File: config.mk
export PLATFORM = sky130hd
export DESIGN_NAME = satl_ctrl
export DESIGN_NICKNAME = d
export VERILOG_FILES = /design/src/rtl/satl_pkg.sv /design/src/rtl/satl_ctrl.sv
export SDC_FILE = /design/constraint.sdc
export NUM_CORES = 1
export LEC_CHECK = 0
export ABC_AREA = 0
export BUFFER_PORTS_ARGS = -buffer_cell sky130_fd_sc_hd__buf_2
export CAP_MARGIN = 15
export CELL_PAD_IN_SITES_DETAIL_PLACEMENT = 1
export CELL_PAD_IN_SITES_GLOBAL_PLACEMENT = 1
export CORE_AREA = 2 2 39 41
export DETAILED_ROUTE_END_ITERATION = 6
export DIE_AREA = 0 0 41 43
export GPL_ROUTABILITY_DRIVEN = 0
export PLACE_DENSITY = 0.79
export SLEW_MARGIN = 20
export SYNTH_ARGS = -nofsm -noshare
export SYNTH_HDL_FRONTEND = slang
export SYNTH_SLANG_ARGS = --single-unit
File: constraint.sdc
create_clock -name i_clk -period 2.5 [get_ports i_clk]
set_input_delay 0 -clock i_clk [delete_from_list [all_inputs] [get_ports i_clk]]
set_output_delay 0 -clock i_clk [all_outputs]
set_load 0.01 [all_outputs]
File: src/rtl/satl_pkg.sv
// Shared types, constants and helpers for the set-associative tag lookup unit.
// No dependencies; used by every module of the block.
package satl_pkg;

    localparam int DEF_TOTAL_BLOCKS = 2048;

    localparam int ADDR_W     = 32;
    localparam int TAG_W      = 32;
    localparam int CNT_W      = 32;
    localparam int OFS_W      = 3;
    localparam int WL_W       = 4;
    localparam int CFG_DATA_W = 4;
    localparam int CFG_IDX_W  = 1;
    localparam int LFSR_W     = 16;
    localparam int SHIFT_W    = 5;

    localparam logic [OFS_W-1:0]  OFFSET_BITS_RST = 3'd4;
    localparam logic [WL_W-1:0]   WAYS_LOG2_RST   = 4'd3;
    localparam logic [LFSR_W-1:0] LFSR_SEED       = 16'hACE1;

    typedef enum logic [CFG_IDX_W-1:0] {
        CFG_OFFSET_BITS = 1'b0,
        CFG_WAYS_LOG2   = 1'b1
    } t_cfg_idx;

    typedef enum logic [3:0] {
        ST_CLEAR,
        ST_IDLE,
        ST_ADIV,
        ST_AWAIT,
        ST_SCAN,
        ST_LFSR,
        ST_VDIV,
        ST_VWAIT,
        ST_WRITE,
        ST_FIN
    } t_state;

    typedef struct packed {
        logic clr;
        logic load;
        logic div_addr;
        logic div_vic;
        logic take_addr;
        logic scan;
        logic lfsr_adv;
        logic take_vic;
        logic wr;
        logic fin;
    } t_cmd;

    typedef struct packed {
        logic clr_last;
        logic div_busy;
        logic scan_done;
        logic hit;
        logic free;
    } t_sts;

    // Fibonacci LFSR, taps 16,14,13,11, shifting right
    function automatic logic [LFSR_W-1:0] lfsr_next(input logic [LFSR_W-1:0] v);
        logic fb;
        fb = v[0] ^ v[2] ^ v[3] ^ v[5];
        return {fb, v[LFSR_W-1:1]};
    endfunction

endpackage

File: src/rtl/satl_ctrl.sv
// Controller: sequences clear pass, set/tag split, way scan, victim pick,
// fill and result for one item at a time. Depends on satl_pkg.
module satl_ctrl (
    input  logic              i_clk,
    input  logic              i_rst_n,
    input  logic              start,
    input  satl_pkg::t_sts    i_sts,
    output satl_pkg::t_cmd    o_cmd,
    output logic              busy
);

    satl_pkg::t_state r_state;
    satl_pkg::t_state n_state;

    always_ff @(posedge i_clk) begin
        if (!i_rst_n) begin
            r_state <= satl_pkg::ST_CLEAR;
        end else begin
            r_state <= n_state;
        end
    end

    always_comb begin
        n_state = r_state;
        unique case (r_state)
            satl_pkg::ST_CLEAR: if (i_sts.clr_last) n_state = satl_pkg::ST_IDLE;
            satl_pkg::ST_IDLE:  if (start) n_state = satl_pkg::ST_ADIV;
            satl_pkg::ST_ADIV:  n_state = satl_pkg::ST_AWAIT;
            satl_pkg::ST_AWAIT: if (!i_sts.div_busy) n_state = satl_pkg::ST_SCAN;
            satl_pkg::ST_SCAN: begin
                if (i_sts.scan_done) begin
                    priority if (i_sts.hit) n_state = satl_pkg::ST_FIN;
                    else if (i_sts.free)    n_state = satl_pkg::ST_WRITE;
                    else                    n_state = satl_pkg::ST_LFSR;
                end
            end
            satl_pkg::ST_LFSR:  n_state = satl_pkg::ST_VDIV;
            satl_pkg::ST_VDIV:  n_state = satl_pkg::ST_VWAIT;
            satl_pkg::ST_VWAIT: if (!i_sts.div_busy) n_state = satl_pkg::ST_WRITE;
            satl_pkg::ST_WRITE: n_state = satl_pkg::ST_FIN;
            satl_pkg::ST_FIN:   n_state = satl_pkg::ST_IDLE;
            default:            n_state = satl_pkg::ST_CLEAR;
        endcase
    end

    always_comb begin
        o_cmd = '0;
        busy  = 1'b1;
        unique case (r_state)
            satl_pkg::ST_CLEAR: o_cmd.clr = 1'b1;
            satl_pkg::ST_IDLE: begin
                busy       = 1'b0;
                o_cmd.load = start;
            end
            satl_pkg::ST_ADIV:  o_cmd.div_addr = 1'b1;
            satl_pkg::ST_AWAIT: o_cmd.take_addr = !i_sts.div_busy;
            satl_pkg::ST_SCAN:  o_cmd.scan = 1'b1;
            satl_pkg::ST_LFSR:  o_cmd.lfsr_adv = 1'b1;
            satl_pkg::ST_VDIV:  o_cmd.div_vic = 1'b1;
            satl_pkg::ST_VWAIT: o_cmd.take_vic = !i_sts.div_busy;
            satl_pkg::ST_WRITE: o_cmd.wr = 1'b1;
            satl_pkg::ST_FIN:   o_cmd.fin = 1'b1;
            default:            o_cmd = '0;
        endcase
    end

endmodule
==> results.yml <==
global_route:
  grt_use_total_pct: 13.5
  antenna_found_initial: 0
  first_global_vias: 385
  grt-ovfl-total: 0
  grt_max_degree: 19
  grt_pass1_wl_um: 1600
cts:
  cts_tree: "built"
  root_buffer: "clkbuf_4"
  clk_pin_slew_worst_paths_ns: 0.04
  htreeDepth: 1
  ctsResizeCount: 0
  clk_latency_ns: 0.23
  cts_buffers: 3
  clkSinkCount: 4
  ctsHoldBuffers: 0
  cts_max_path_buffers: 2
  cts_setup_buffers: 0
floorplanning:
  die_h_um: 43
  ios: 19
  die_w_um: 41
  die-area_um2: 1760
  initial_utilization_pct: 28.3
  core_um2: 1380
  rows: 14
sta:
  report.final.hold_viol_count: 0
  finClkSkew_ns: 0.000372
  fin_crit_sh_pct: 62.9
  fin_setup_tns_ns: 0
  maxSlewViolCount: 0
  tightest_slew_ns: 0.572
  rsz0062_at_grt: "no"
  fmax_mhz: 636
  finalSetupViolations: 0
  fin_crit_ns: 1.57
  relSlewSlack_pct: 61.8
pwr:
  seq_power_share_pct: 35.3
  switching_share_pct: 42.2
  cellPowerDensity_nw_per_um2: 697
  leakagePower_nw: 0.225
  p_clk_share_pct: 21.6
  internal_power_w: 0.000204
  pwr-share-comb_pct: 43.1
  ir_worst_vdd_uv: 312
  switchingPower_w: 0.000149
critical_path:
  critPathSlowestCell: "dfxtp_1"
  cp.arrival_ns: 1.70
  r2r_slack_ns: 0.93
  r2r-start: "r_state[0]"
  cp.required_ns: 2.63
  critical_path_class: "reg -> reg"
  cp_slowest_stage_delay_ns: 0.67
  timing.rr.end: "r_state[2]"
  crit_path_start: "r_state[0]"
  end_kind: "register"
  worst-r2r-cell-count: 4
  cp-start-kind: "register"
  crit_chain: "nand2b_1, o31a_1, nand2_1, o41ai_1"
  critPathMaxFanout: 18
  cp-endpoint: "r_state[2]"
layout:
  mostFrequentLayoutCells: "buf_2, nand2_1, nor3_1, dfxtp_1"
  reg.largest.list: "r_state x4"
  synthToLayoutAreaGrowth_pct: 29.1
  finalInstanceArea_um2: 505
  largest_register_ffs: 4
  n_antenna_cell: 0
  fill_cells: 189
  final_common_cell: "buf_2"
  layout-drive-gt1-share_pct: 36.6
  layout.nets: 81
  top_register: "r_state"
outcome:
  status: "completed"
route:
  dr_total_vias: 454
  drt_wl_total_um: 1100
  drt-wirelength-per-cell_um: 12.6
  dr.pass1.iters: 4
  drt_iter0_drc: 1
  vias_per_cell: 5.22
  drc: 0
  ant_nets: 0
place:
  placement.cell_area_um2: 483
  io_buffers: 18
  hpwlAfterDp_um: 844
synthesis:
  ys_seq_area_share_pct: 20.4
  synth_top_area_share_pct: 20.4
  synth_area_leaders: "dfxtp_1, nor3_1, nand2_1"
  netlist_area_um2: 392
  avgSynthCellArea_um2: 7.25
  ys_ff_latch: 4
  syn_nets: 62
  syn_inst: 54
  ys_types: 30
  synth_top_cell_by_area: "dfxtp_1"
  yosys_warnings: 0
worst_hold_path:
  hold_path.class: "in -> reg"
run:
  drv_cap: 0
cell usage after synthesis (all sizes together):
cell type,instances
nand3,3
mux2,1
a211o,1
nor4bb,1
nand3b,1
nor2b,1
clkbuf,1
or2b,1
o31ai,1
nand4,1
xnor2,1
nand2b,2
nor3,7
o21bai,1
o32a,1
a21oi,1
nor2,3
nand2,7
o31a,1
buf,3
o32ai,1
and3,1
dfxtp,4
inv,1
o41ai,1
o21ai,4
mux2i,2
nor4,1
worst min path at each step:
stage	start	to	slack, ns	cells after the start
after floorplan	i_sts[3]	o_cmd[2]	0.05	1
after global placement	i_sts[3]	o_cmd[5]	0.30	3
after detailed placement	i_sts[3]	o_cmd[2]	0.30	3
after CTS	i_rst_n	r_state[0]	0.08	3
after global routing	i_rst_n	r_state[3]	0.09	3
final	i_rst_n	r_state[0]	0.08	3
stage by stage:
stage	worst slack (ns)	power (W)	instances	hold slack (ns)	util, %
finish	0.928	0.000352	87	0.0833	36.5
CTS	0.896	0.000360	87	0.0807	36.5
global route	0.758	0.000389	87	0.0897	36.5
global placement	0.978	0.000278	84	0.299	34.9
floorplan	1.26	0.000235	54	0.0544	-
detailed placement	0.887	0.000280	84	0.300	34.9
cells by family (layout without fill, tap and decap cells):
family	after synthesis	in the layout	share of synthesized area, %
AO/OA/AOI/OAI	12	12	23.0
XOR/XNOR	1	1	2.24
buffers and inverters	5	22	5.75
flip-flops	4	4	20.4
multiplexers	3	3	8.94
AND/OR/NAND/NOR	29	29	39.6
critical path, delay by kind of cell, from the launching register on:
family	cells	cell delay, ns
compound gates	2	0.49
simple gates	2	0.31
flops	1	0.67
area by class of cell:
class	instances	area [µm²]	area share [%]
Clock buffer	3	22.5	4.46
Multi-Input combinational cell	45	289	57.2
Sequential cell	4	80.1	15.8
Timing Repair Buffer	18	90.1	17.8
Inverter	1	3.75	0.743
Tap cell	16	20.0	3.96
power groups by stage:
| stage | Clock (W) | Combinational [W] | Sequential, W |
|---|---|---|---|
| 6_report | 0.0000761 | 0.000152 | 0.000125 |
| 4_1_cts | 0.0000807 | 0.000155 | 0.000125 |
| 3_5_place_dp | 0 | 0.000155 | 0.000126 |
| 3_3_place_gp | 0 | 0.000152 | 0.000125 |
| 2_1_floorplan | 0 | 0.000152 | 0.0000828 |
| 5_1_grt | 0.0000883 | 0.000170 | 0.000131 |
routing by layer:
metal  vias up  GRT usage [%]  wire [µm]
met3         0           3.14         63
li1        236              -          -
met4         0           8.00          0
met2        15           18.8        510
met1       203           18.0        521
met5         -              0          0
Note: power is estimated with default switching activity, not from simulation.
